--- src/design/asd_pkg.sv ---
`timescale 1ns / 1ps
// asd_pkg: shared types and constants for the accelerometer shake detector
// no dependencies

package asd_pkg;

   localparam int AxisWidth  = 16;
   localparam int TimeWidth  = 32;
   localparam int MagWidth   = 16;
   localparam int LevelWidth = 11;
   localparam int ThrWidth   = 15;
   localparam int TrigWidth  = 4;
   localparam int MsWidth    = 16;
   localparam int CsrAddrWidth = 2;

   localparam logic [TimeWidth-1:0] HoldMs = 32'd500;
   localparam logic [LevelWidth-1:0] LevelFull = 11'd1024;

   localparam logic [CsrAddrWidth-1:0] CSR_THRESHOLD = 2'd0;
   localparam logic [CsrAddrWidth-1:0] CSR_TRIGGER   = 2'd1;
   localparam logic [CsrAddrWidth-1:0] CSR_WINDOW    = 2'd2;
   localparam logic [CsrAddrWidth-1:0] CSR_COOLDOWN  = 2'd3;

   // queue entry between front and back
   typedef struct packed {
      logic [31:0]          sumsq;
      logic [TimeWidth-1:0] time_ms;
   } sample_type;

   typedef enum logic [2:0] {
      ST_IDLE,
      ST_SQRT,
      ST_EVAL,
      ST_DIV,
      ST_DECAY,
      ST_OUT
   } back_state_type;

endpackage

--- src/design/accel_shake_detector.sv ---
`timescale 1ns / 1ps
// accel_shake_detector: top level, configuration registers and channel wiring
// depends on asd_pkg, asd_front, asd_back
//
// usage:
//   req channel carries one accelerometer sample per transaction; rsp channel
//   returns exactly one result per sample in order. csr channel writes the
//   four configuration registers; the user must write them only while the
//   block is idle, which the block itself does not enforce.
//   after a req the axes are squared and summed into the queue; the back
//   picks the sample up, runs the square root steps, an evaluation state,
//   the divide steps, a decay state and an output state, then rsp_tvalid
//   rises. the back takes the next sample only after its output state.
//   the front stage squares and sums the axes and holds up to two samples in
//   a queue, so it keeps taking samples while the back is busy.
//   reset clears detection state and restores default register values.
//   when rsp_tready is low the result is held in its output register and the
//   back sequencer waits; the front queue then fills and req_tready drops.

module accel_shake_detector (
   input  logic        clock,
   input  logic        reset,
   input  logic        req_tvalid,
   output logic        req_tready,
   input  logic [79:0] req_tdata,  // accel_x, accel_y, accel_z, time_ms
   output logic        rsp_tvalid,
   input  logic        rsp_tready,
   output logic [15:0] rsp_tdata,  // shake_event, shaking, intensity, zero pad
   input  logic        csr_valid,
   output logic        csr_ready,
   input  logic [1:0]  csr_index,
   input  logic [15:0] csr_data
);
   import asd_pkg::*;

   logic [14:0] thr_ff;
   logic [3:0]  trig_ff;
   logic [15:0] win_ff, cool_ff;

   assign csr_ready = 1'b1;

   always_ff @(posedge clock) begin
      if (reset) begin
         thr_ff  <= 15'd3840;
         trig_ff <= 4'd3;
         win_ff  <= 16'd500;
         cool_ff <= 16'd2000;
      end else if (csr_valid) begin
         unique case (csr_index)
            CSR_THRESHOLD: thr_ff  <= csr_data[14:0];
            CSR_TRIGGER:   trig_ff <= csr_data[3:0];
            CSR_WINDOW:    win_ff  <= csr_data;
            CSR_COOLDOWN:  cool_ff <= csr_data;
            default: ;
         endcase
      end
   end

   logic       q_valid, q_ready;
   sample_type q_data;
   logic [12:0] out_data;

   asd_front u_front (
      .clock    (clock),
      .reset    (reset),
      .in_valid (req_tvalid),
      .in_ready (req_tready),
      .ax       (req_tdata[15:0]),
      .ay       (req_tdata[31:16]),
      .az       (req_tdata[47:32]),
      .tm       (req_tdata[79:48]),
      .q_valid  (q_valid),
      .q_ready  (q_ready),
      .q_data   (q_data)
   );

   asd_back u_back (
      .clock     (clock),
      .reset     (reset),
      .q_valid   (q_valid),
      .q_ready   (q_ready),
      .q_data    (q_data),
      .thr       (thr_ff),
      .trig      (trig_ff),
      .win       (win_ff),
      .cool      (cool_ff),
      .out_valid (rsp_tvalid),
      .out_ready (rsp_tready),
      .out_data  (out_data)
   );

   assign rsp_tdata = {3'b000, out_data};

endmodule

--- src/design/asd_front.sv ---
`timescale 1ns / 1ps
// asd_front: accepts samples, squares and sums the axes into a two-entry queue
// depends on asd_pkg

module asd_front (
   input  logic                   clock,
   input  logic                   reset,
   input  logic                   in_valid,
   output logic                   in_ready,
   input  logic [15:0]            ax,
   input  logic [15:0]            ay,
   input  logic [15:0]            az,
   input  logic [31:0]            tm,
   output logic                   q_valid,
   input  logic                   q_ready,
   output asd_pkg::sample_type    q_data
);
   import asd_pkg::*;

   // stage 1: squares registered
   logic        s1_valid_ff, s1_valid_in;
   logic [31:0] sq_x_ff, sq_y_ff, sq_z_ff;
   logic [31:0] s1_time_ff;
   // two entry queue
   sample_type  q_mem_ff [2];
   logic        wr_ptr_ff, rd_ptr_ff;
   logic [1:0]  count_ff, count_in;
   logic        push, pop, s1_ready;

   assign pop      = q_valid && q_ready;
   assign push     = s1_valid_ff && (count_ff != 2'd2);
   assign s1_ready = !s1_valid_ff || push;
   assign in_ready = s1_ready;
   assign s1_valid_in = (in_valid && in_ready) || (s1_valid_ff && !push);
   assign count_in = count_ff + {1'b0, push} - {1'b0, pop};
   assign q_valid  = count_ff != 2'd0;
   assign q_data   = q_mem_ff[rd_ptr_ff];

   always_ff @(posedge clock) begin
      if (reset) begin
         s1_valid_ff <= 1'b0;
         wr_ptr_ff   <= 1'b0;
         rd_ptr_ff   <= 1'b0;
         count_ff    <= 2'd0;
      end else begin
         s1_valid_ff <= s1_valid_in;
         count_ff    <= count_in;
         if (push) wr_ptr_ff <= !wr_ptr_ff;
         if (pop)  rd_ptr_ff <= !rd_ptr_ff;
      end
   end

   always_ff @(posedge clock) begin
      if (in_valid && in_ready) begin
         sq_x_ff    <= 32'($signed(ax) * $signed(ax));
         sq_y_ff    <= 32'($signed(ay) * $signed(ay));
         sq_z_ff    <= 32'($signed(az) * $signed(az));
         s1_time_ff <= tm;
      end
      if (push) begin
         q_mem_ff[wr_ptr_ff].sumsq   <= sq_x_ff + sq_y_ff + sq_z_ff;
         q_mem_ff[wr_ptr_ff].time_ms <= s1_time_ff;
      end
   end

`ifndef SYNTH
   a_count_range: assert property (@(posedge clock) disable iff (reset) count_ff != 2'd3)
      else $error("queue count out of range");
   a_no_pop_empty: assert property (@(posedge clock) disable iff (reset)
      count_ff == 2'd0 |-> !pop) else $error("pop from empty queue");
   a_stage_hold: assert property (@(posedge clock) disable iff (reset)
      s1_valid_ff && count_ff == 2'd2 && !pop |=> s1_valid_ff)
      else $error("stage lost a sample");
`endif

endmodule

--- src/design/asd_back.sv ---
`timescale 1ns / 1ps
// asd_back: square root, detection state, intensity divide and decay
// depends on asd_pkg

module asd_back (
   input  logic                   clock,
   input  logic                   reset,
   input  logic                   q_valid,
   output logic                   q_ready,
   input  asd_pkg::sample_type    q_data,
   input  logic [14:0]            thr,
   input  logic [3:0]             trig,
   input  logic [15:0]            win,
   input  logic [15:0]            cool,
   output logic                   out_valid,
   input  logic                   out_ready,
   output logic [12:0]            out_data
);
   import asd_pkg::*;

   back_state_type state_ff, state_in;

   logic [31:0] rem_ff, root_ff;
   logic [4:0]  step_ff;
   logic [31:0] now_ff;
   logic [15:0] mag_ff;

   logic [15:0] prev_mag_ff;
   logic [3:0]  count_ff;
   logic [31:0] peak_ff, wstart_ff, shake_ff;
   logic        shaking_ff, rising_ff, event_ff, cool_ff;
   logic [10:0] level_ff;

   logic [26:0] dividend_ff;
   logic [16:0] divisor_ff;
   logic [10:0] quot_ff;
   logic [16:0] drem_ff;

   logic        out_valid_ff;
   logic [12:0] out_data_ff;

   // combinational square root step
   logic [31:0] sq_bit, sq_trial;
   assign sq_bit   = 32'd1 << {step_ff, 1'b0};
   assign sq_trial = root_ff + sq_bit;

   // eval combinational
   logic [16:0] delta;
   logic        dir, delta_neg;
   logic [15:0] absd;
   logic [19:0] absd10;
   logic [16:0] thr3;
   logic        rev_hit;
   logic [31:0] dt_shake;
   assign delta     = {1'b0, mag_ff} - {1'b0, prev_mag_ff};
   assign delta_neg = delta[16];
   assign dir       = !delta_neg && (delta != 17'd0);
   assign absd      = delta_neg ? 16'(-delta) : delta[15:0];
   assign absd10    = {absd, 3'b000} + {3'b000, absd, 1'b0};
   assign thr3      = {2'b00, thr} + {1'b0, thr, 1'b0};
   assign rev_hit   = (absd10 > {3'b000, thr3}) && (dir != rising_ff);
   assign dt_shake  = now_ff - shake_ff;

   // divide step
   logic [17:0] dtrial;
   assign dtrial = {drem_ff, dividend_ff[26]} - {1'b0, divisor_ff};

   logic sq_done;
   assign sq_done = step_ff == 5'd0;

   always_comb begin
      state_in = state_ff;
      unique case (state_ff)
         ST_IDLE:  if (q_valid) state_in = ST_SQRT;
         ST_SQRT:  if (sq_done) state_in = ST_EVAL;
         ST_EVAL:  state_in = ST_DIV;
         ST_DIV:   if (step_ff == 5'd0) state_in = ST_DECAY;
         ST_DECAY: state_in = ST_OUT;
         ST_OUT:   if (!out_valid_ff || out_ready) state_in = ST_IDLE;
         default:  state_in = ST_IDLE;
      endcase
   end

   always_comb begin
      q_ready = state_ff == ST_IDLE;
   end

   assign out_valid = out_valid_ff;
   assign out_data  = out_data_ff;

   always_ff @(posedge clock) begin
      if (reset) state_ff <= ST_IDLE;
      else       state_ff <= state_in;
   end

   always_ff @(posedge clock) begin
      if (reset) begin
         out_valid_ff <= 1'b0;
         prev_mag_ff  <= '0;
         count_ff     <= '0;
         peak_ff      <= '0;
         wstart_ff    <= '0;
         shake_ff     <= '0;
         shaking_ff   <= 1'b0;
         rising_ff    <= 1'b0;
         level_ff     <= '0;
         event_ff     <= 1'b0;
      end else begin
         if (state_ff == ST_OUT && (!out_valid_ff || out_ready)) out_valid_ff <= 1'b1;
         else if (out_valid_ff && out_ready) out_valid_ff <= 1'b0;
         unique case (state_ff)
            ST_IDLE: if (q_valid) begin
               rem_ff   <= q_data.sumsq;
               root_ff  <= '0;
               step_ff  <= 5'd15;
               now_ff   <= q_data.time_ms;
               event_ff <= 1'b0;
            end
            ST_SQRT: begin
               if (rem_ff >= sq_trial) begin
                  rem_ff  <= rem_ff - sq_trial;
                  root_ff <= (root_ff >> 1) + sq_bit;
               end else begin
                  root_ff <= root_ff >> 1;
               end
               if (sq_done) mag_ff <= 16'((rem_ff >= sq_trial) ? (root_ff >> 1) + sq_bit
                                                               : root_ff >> 1);
               else step_ff <= step_ff - 5'd1;
            end
            ST_EVAL: begin
               cool_ff     <= dt_shake < {16'd0, cool};
               prev_mag_ff <= mag_ff;
               dividend_ff <= {1'b0, mag_ff, 10'd0};
               divisor_ff  <= thr3;
               drem_ff     <= '0;
               quot_ff     <= '0;
               step_ff     <= 5'd26;
               if (!(dt_shake < {16'd0, cool})) begin : norm
                  logic [3:0]  c;
                  logic [31:0] ws, pk;
                  logic        sh;
                  c = count_ff; ws = wstart_ff; pk = peak_ff; sh = shaking_ff;
                  if (rev_hit) begin
                     if (mag_ff > {1'b0, thr}) begin
                        if (c == 4'd0) ws = now_ff;
                        if ((now_ff - ws) < {16'd0, win}) begin
                           if (c != 4'd15) c = c + 4'd1;
                           pk = now_ff;
                           if (c >= trig) begin
                              if (!sh) begin
                                 sh = 1'b1;
                                 shake_ff <= now_ff;
                                 event_ff <= 1'b1;
                              end
                              c = 4'd0;
                           end
                        end else begin
                           c = 4'd1;
                           ws = now_ff;
                        end
                     end
                     rising_ff <= dir;
                  end
                  if ((now_ff - pk) > {15'd0, win, 1'b0}) c = 4'd0;
                  count_ff   <= c;
                  wstart_ff  <= ws;
                  peak_ff    <= pk;
                  shaking_ff <= sh;
               end
            end
            ST_DIV: begin
               // restoring divide of mag*1024 by 3*thr, 11-bit saturating quotient
               if (!dtrial[17]) begin
                  drem_ff <= dtrial[16:0];
                  if (quot_ff[10] == 1'b0) quot_ff <= {quot_ff[9:0], 1'b1};
                  else quot_ff <= 11'h7FF;
               end else begin
                  drem_ff <= {drem_ff[15:0], dividend_ff[26]};
                  if (quot_ff[10] == 1'b0) quot_ff <= {quot_ff[9:0], 1'b0};
                  else quot_ff <= 11'h7FF;
               end
               dividend_ff <= {dividend_ff[25:0], 1'b0};
               if (step_ff != 5'd0) step_ff <= step_ff - 5'd1;
            end
            ST_DECAY: begin : dec
               logic [10:0] lv;
               logic        sh;
               lv = level_ff; sh = shaking_ff;
               if (event_ff) begin
                  if (divisor_ff == 17'd0 || quot_ff >= LevelFull) lv = LevelFull;
                  else lv = quot_ff;
               end
               if ((cool_ff && sh) ||
                   (!cool_ff && sh && dt_shake > HoldMs)) begin
                  lv = 11'(({11'd0, lv} * (cool_ff ? 22'd973 : 22'd922)) >> 10);
                  if ({lv, 3'b000} + {2'b00, lv, 1'b0} < 14'd1024) begin
                     lv = '0; sh = 1'b0;
                  end
               end
               level_ff   <= lv;
               shaking_ff <= sh;
            end
            ST_OUT: if (!out_valid_ff || out_ready) begin
               out_data_ff  <= {level_ff, shaking_ff, event_ff};
            end
            default: ;
         endcase
      end
   end

`ifndef SYNTH
   a_level_range: assert property (@(posedge clock) disable iff (reset)
      level_ff <= LevelFull) else $error("intensity out of range");
   a_idle_level: assert property (@(posedge clock) disable iff (reset)
      !shaking_ff |-> level_ff == 11'd0 || state_ff == ST_DECAY || state_ff == ST_OUT
      || state_ff == ST_DIV || state_ff == ST_EVAL)
      else $error("intensity without shake");
   a_event_shake: assert property (@(posedge clock) disable iff (reset)
      out_valid_ff && out_data_ff[0] |-> out_data_ff[1]) else $error("event without flag");
`endif

endmodule

--- config.mk ---
export PLATFORM = sky130hd
export DESIGN_NAME = accel_shake_detector
export DESIGN_NICKNAME = d
export VERILOG_FILES = /design/src/design/asd_pkg.sv /design/src/design/accel_shake_detector.sv /design/src/design/asd_front.sv /design/src/design/asd_back.sv
export SDC_FILE = /design/constraint.sdc
export NUM_CORES = 2
export LEC_CHECK = 0
export ABC_AREA = 1
export BUFFER_PORTS_ARGS = -buffer_cell sky130_fd_sc_hd__buf_2
export CORE_MARGIN = 2
export CORE_UTILIZATION = 65
export DETAILED_ROUTE_END_ITERATION = 12
export PLACE_DENSITY = 0.78
export SLEW_MARGIN = 30
export SYNTH_ARGS = -nofsm -noshare
export SYNTH_HDL_FRONTEND = slang
export SYNTH_SLANG_ARGS = --single-unit
--- constraint.sdc ---
create_clock -name clock -period 12.07 [get_ports clock]
set_input_delay 0.6035 -clock clock [delete_from_list [all_inputs] [get_ports clock]]
set_output_delay 0.6035 -clock clock [all_outputs]
set_load 0.01 [all_outputs]
; ---- Word-level counts from Yosys, hierarchy flattened
; Memories as Yosys holds them, arrays and structs flattened. A register that Yosys moved wholly into a read port is not among the register bits.
; Cells that the tools add are included.
[totals]
out_inout_bits = 19
reg_bits = 521
ramBits = 128
in_bits = 103
n_memories = 1
[classes]
n_mux = 77
n_addsub = 18
multipliers = 4
bitwise_logic = 3
n_reduce_logical = 59
order_cmp = 10
n_shift = 1
n_eq_ne = 26
[memory_table]
columns = memory, depth, width, rd, rd_clocked_by_memory_dff, wr, line
row1 = u_front.q_mem_ff, 2, 64, 1, 1, 1, asd_front.sv:25  ; sample_type q_mem_ff [2];
[op_table]
columns = operator, count
row1 = $mux 32, 17
row2 = $pmux 32 s2, 2
row3 = $sub 32x32->32, 4
row4 = $mux 11, 9
row5 = $add 32x32->32, 3
row6 = $mul 16x16->32, 3
row7 = $lt 32x16->1, 2
row8 = $pmux 27 s2, 1
row9 = $mux 4, 12
row10 = $pmux 17 s2, 1
row11 = $add 31x32->32, 1
row12 = $ge 32x32->1, 1
row13 = $gt 32x17->1, 1
row14 = $gt 32x9->1 const B, 1
row15 = $shl 1x6->32 const A, 1
row16 = $mul 11x22->21, 1
row17 = $ne 2x1->1 const B, 11
row18 = $pmux 11 s2, 1
row19 = $add 19x17->20, 1
row20 = $gt 20x17->1, 1
row21 = $mux 1, 20
row22 = $pmux 5 s4, 1
row23 = $pmux 3 s6, 1
row24 = $sub 18x17->18, 1
row25 = other kinds (45), 101

; ---- Depth between registers and ports, before layout
[logic_depth]
word_depth = 25
mapped_depth = 80

; ---- Modules after synthesis
; From an unflattened synthesis, not the netlist that was laid out.
[hier_totals]
hier_cells = 8959
hier_area_um2 = 73046.3
[modules_own_cells]
columns = module, instances, area_per_inst_um2, cells_each
row1 = asd_front, 1, 40545.1, 4602
row2 = asd_back, 1, 30341.6, 4052
row3 = accel_shake_detector, 1, 2159.6, 305

; ---- Least setup slack after synthesis
; OpenSTA, ideal clock, no wires.
[synth_path]
kind = reg2reg
startpoint = register u_back.mag_ff[0]
endpoint = register u_back.count_ff[1]
path_stages_with_launch = 80
period_less_slack_ps = 9201
slack_ps = 2869
t_required_ps = 11957
n_path_buf = 5
t_arrival_ps = 9088
path_cell_list = edfxtp_1 -> inv_1 -> ha_1 -> inv_1 -> fa_1 -> nand3_1 -> nand2_2 -> nand2_2 -> nand2_4 -> nand2_4 -> nand2_4 -> a21oi_4 -> buf_6 -> buf_4 -> nand2_1 -> xor2_1 -> inv_1 -> ha_1 -> [44 not listed] -> inv_1 -> nand3_1 -> nor3_1 -> a21oi_1 -> o21ai_0 -> a21oi_1 -> a21o_1 -> nand2_1 -> nor2_1 -> nand2_1 -> nor2_1 -> nand2_1 -> nor2_2 -> nand3_2 -> nand2_4 -> nand2_1 -> nand2_1 -> nor2_1
[synth_between]
elab_chain_cells = 14
elab_cells_between_ends = 22
[synth_lines]
columns = item, line
row1 = start: declaration, asd_back.sv:26  ; logic [15:0] mag_ff;
row2 = start signal: assignment, asd_back.sv:126  ; if (sq_done) mag_ff <= 16'((rem_ff >= sq_trial) ? (root_ff >> 1) + sq_bit
row3 = $sub 16x16->17, asd_back.sv:55  ; assign delta = {1'b0, mag_ff} - {1'b0, prev_mag_ff};
row4 = $neg 16->16, asd_back.sv:58  ; assign absd = delta_neg ? 16'(-delta) : delta[15:0];
row5 = $mux 16, asd_back.sv:58
row6 = $add 19x17->20, asd_back.sv:59  ; assign absd10 = {absd, 3'b000} + {3'b000, absd, 1'b0};
row7 = $gt 20x17->1, asd_back.sv:61  ; assign rev_hit = (absd10 > {3'b000, thr3}) && (dir != rising_ff);
row8 = $logic_and 1x1->1, asd_back.sv:61
row9 = $mux 32, asd_back.sv:143  ; if (rev_hit) begin
row10 = $mux 32, asd_back.sv:138  ; if (!(dt_shake < {16'd0, cool})) begin : norm
row11 = $mux 32, asd_back.sv:111  ; unique case (state_ff)
row12 = $mux 32, asd_back.sv:97  ; if (reset) begin
row13 = $sub 32x32->32, asd_back.sv:164  ; if ((now_ff - pk) > {15'd0, win, 1'b0}) c = 4'd0;
row14 = $gt 32x17->1, asd_back.sv:164
row15 = $reduce_bool 2->1 (no line), -
row16 = $reduce_and 4->1 (no line), -
row17 = end signal: assignment, asd_back.sv:100  ; count_ff <= '0;
row18 = end signal: assignment, asd_back.sv:165  ; count_ff <= c;
row19 = end: declaration, asd_back.sv:29  ; logic [3:0] count_ff;
; Parallel ways exist; a longest one is shown, timed or not. The select of a mux whose other input is x is not followed.
; A chain may end at the register's enable or synchronous reset.

; ---- Final worst setup path
; Ends and elaborated chain as after synthesis.

==> summary.txt <==
Placed design
  – Placed cell areas: 70530 sq um
  – Input/output buffers: 117
  – Gp weighted congestion: between 0.9 and 1
  – DP Worst Slack: about 1.9 ns
  – DP HPWL: around 130000 um

Critical path
  – Slowest cell on crit path: buf_4
  – Crit path largest cell delay: around 0.54 ns
  – FF-to-FF Start: u_back.mag_ff[0]
  – Reg2Reg Setup Slack: 1.88 ns
  – Buffers & Inverters on Critical Path: 6
  – Crit-path max FO: 46
  – Startpoint Class: flip-flop
  – Most used cell, CP: nand2_1
  – Critical Path RT: 12.61 ns
  – Data arrival time of the critical path: 10.73 ns
  – Setup CP Type: flip-flop to flip-flop
  – CP endpoint kind: flip-flop
  – Top cell family by delay on the critical path: simple AND/OR/NAND/NOR gates
  – Reg2Reg Depth: 71
  – Worst r2r dst: u_back.count_ff[1]

Timing
  – Fin crit share: 0.8446
  – Worst slew pin tran: roughly 0.97 ns
  – Endpoints failing hold: 0
  – Slew Limit Headroom: 0.3519
  – Post-layout min period: 10.19 ns
  – Hold WS: 0.1417 ns
  – Final setup TNS: 0 ns
  – Pins Over Slew Limit: 0
  – Final Skew: just over 0.04 ns
  – Finish-stage setup viols: 0
  – Max Freq: roughly 98 MHz
  – Setup ws final: between 1.5 and 2 ns
  – RSZ-0062 raised after global routing: no

Logic synthesis
  – Unique masters post-synth: 68
  – Synth area leader: fa_1
  – Synth Instances: 7750
  – Number of synthesized flops with an enable pin: about 450
  – Number of synthesis warnings: 0
  – #FFs+latches synth: between 600 and 700
  – Post-synthesis sequential area ratio: 0.2506
  – Post-synth top area share: 0.2372
  – Synthesized area per cell: between 8 and 9 sq um
  – Post-Synthesis Cell Area: 68690 sq um
  – FFs w/ async S/R, synth: 0
  – Ys flop type: edfxtp_1
  – Area contributors post-synth: fa_1, edfxtp_1, ha_1

Clock tree
  – Max Root-Sink Buffers: 3
  – Post-CTS setup buffers: 0
  – Inserted Clock Buffers: 70
  – Root buf cell: clkbuf_16
  – Post-CTS Resized: 0
  – # hold bufs at CTS: 0
  – Worst-path clk slew: 0.07 ns
  – CTS Sinks: 637
  – Skew-Pair Late Insertion Delay: approximately 0.64 ns
  – CTS tree: yes
  – H-tree Lvls: 3

Floorplan
  – Initial Utilization: 0.6535
  – Full die area: 108300 sq um
  – Row cnt: 119
  – Core area: 105100 sq um
  – Die Ht: 329.1 um
  – Boundary Pins: around 120
  – Die W: 329.1 um

Detailed routing
  – Vias: 50.75k
  – First-pass iteration count of the detailed router: 6
  – Remaining DRCs: 0
  – Total wire length: 157500 um
  – Final ANT Viol Nets: 0
  – Starting DRT DRC Count: 3248
  – Drt via density: 5.499
  – Wirelength per Cell: ~17 um

Cells and area
  – Layout cells sized above 1: 0.06100
  – Fillers: 8178
  – # nets final: 9348
  – Design Area, Final: 72880 sq um
  – Area grow syn2layout: 6.097%

Hold path
  – Hold Path End: u_front.s1_time_ff[6]
  – Worst min-delay path class: primary input to flip-flop
  – Worst hold stages: 1
  – Hold_sp: req_tdata[54]

GRT
  – Largest net degree at the start of global routing: 75
  – Vias in the first global route: 53.03k
  – Antenna violations before repair: 6
  – Total Routing Usage GR: 0.3003
  – First-pass GRT wire length: roughly 260000 um
  – GR Overflow Total: 0

Job
  – Max-cap violations: 0

Run status
  – Status: completed
state kept, by name, indices dropped and copies added (netlist names), 5 cells and up, named ones only:
name                flops
cool_ff                16
thr_ff                 15
u_back.dividend_ff     17
u_back.divisor_ff      17
u_back.drem_ff         17
u_back.level_ff        11
u_back.mag_ff          16
u_back.now_ff          32
u_back.out_data        13
u_back.peak_ff         32
u_back.prev_mag_ff     16
u_back.quot_ff         11
u_back.rem_ff          32
u_back.root_ff         32
u_back.shake_ff        32
u_back.step_ff          5
u_back.wstart_ff       32
u_front.q_mem_ff      128
u_front.s1_time_ff     32
u_front.sq_x_ff        31
u_front.sq_y_ff        31
u_front.sq_z_ff        31
win_ff                 16
cell type report:
| class | instances | area [sq um] | share of cell area |
|---|---|---|---|
| Timing Repair Buffer | 141 | 798.3 | 0.01095 |
| Multi-Input combinational cell | 5094 | 43900 | 0.6024 |
| Inverter | 1835 | 6894 | 0.09460 |
| Clock inverter | 44 | 376.6 | 0.005168 |
| Tap cell | 1391 | 1740 | 0.02388 |
| Antenna cell | 2 | 5.005 | 0.00006867 |
| Clock buffer | 85 | 1944 | 0.02668 |
| Sequential cell | 637 | 17220 | 0.2363 |
per-layer routing:
layer | global-route usage | part of all wire
met5 | 0 | 0.00032
met4 | 0.1035 | 0.035
met3 | 0.03445 | 0.054
met2 | 0.5315 | 0.50
met1 | 0.3830 | 0.41
placed cells by master, fill, tap and decap left out, types with 12 or more instances in the layout:
cell type and n:
inv_1 1811, nand2_1 1155, fa_1 814, ha_1 652, a21oi_1 538, edfxtp_1 446, nor2_1 347, o21ai_0 344
xor2_1 235, dfxtp_1 190, nand3_1 179, xnor2_1 121, buf_2 117, clkbuf_16 75, nor3_1 64, or2_2 60
nand4_1 59, a211oi_1 55, a31oi_1 52, mux2i_1 50, mux2_2 46, o21bai_1 45, o211ai_1 30, nand2_2 26
a21o_1 26, buf_4 22, conb_1 17, clkinv_1 16, o22ai_1 16, inv_2 15, nand3_2 15, nor2_2 14
nor4_1 14, o31ai_1 14, o21a_1 12
per-stage QoR:
step / util / std cells
5_1_grt: 0.6932 / 9227
3_5_place_dp: 0.6709 / 9097
3_3_place_gp: 0.6705 / 9096
6_report: 0.6933 / 9229
4_1_cts: 0.6930 / 9226
2_1_floorplan: - / 7765
logic make-up after synthesis:
group,after synthesis,share of synthesized area
AOI/OAI and AO/OA,1180,0.09652
xor gates and xnor gates,357,0.04563
adders and majority gates,1466,0.3560
buffers and inverters,2034,0.1124
DFF,637,0.2506
muxes,96,0.01483
other,2,0.0001093
and+or+nand+nor,1978,0.1239
synthesized netlist by cell type, types with 169 or more instances:
cell and n:
o21ai_0 344, dfxtp_1 191, nor2_1 357, clkbuf_1 169
nand2_1 1155, edfxtp_1 446, fa_1 814, xor2_1 235
ha_1 652, inv_1 1816, nand3_1 180, a21oi_1 539
how the worst max path moves through the flow:
| stage | startpoint | endpoint | slack [ns] | cells past startpoint |
|---|---|---|---|---|
| 2_1_floorplan | u_back.mag_ff[0] | u_back.count_ff[1] | 2.87 | 79 |
| 3_3_place_gp | u_back.mag_ff[0] | u_back.count_ff[1] | 2.10 | 71 |
| 3_5_place_dp | u_back.mag_ff[0] | u_back.count_ff[1] | 1.92 | 71 |
| 4_1_cts | u_back.mag_ff[0] | u_back.count_ff[1] | 1.91 | 71 |
| 5_1_grt | u_back.mag_ff[0] | u_back.count_ff[1] | 0.90 | 71 |
| 6_report | u_back.mag_ff[0] | u_back.count_ff[1] | 1.88 | 71 |
Power is left out: the tool's default activity adds up to more than one toggle a clock period on the data nets, which glitch-free logic cannot reach.
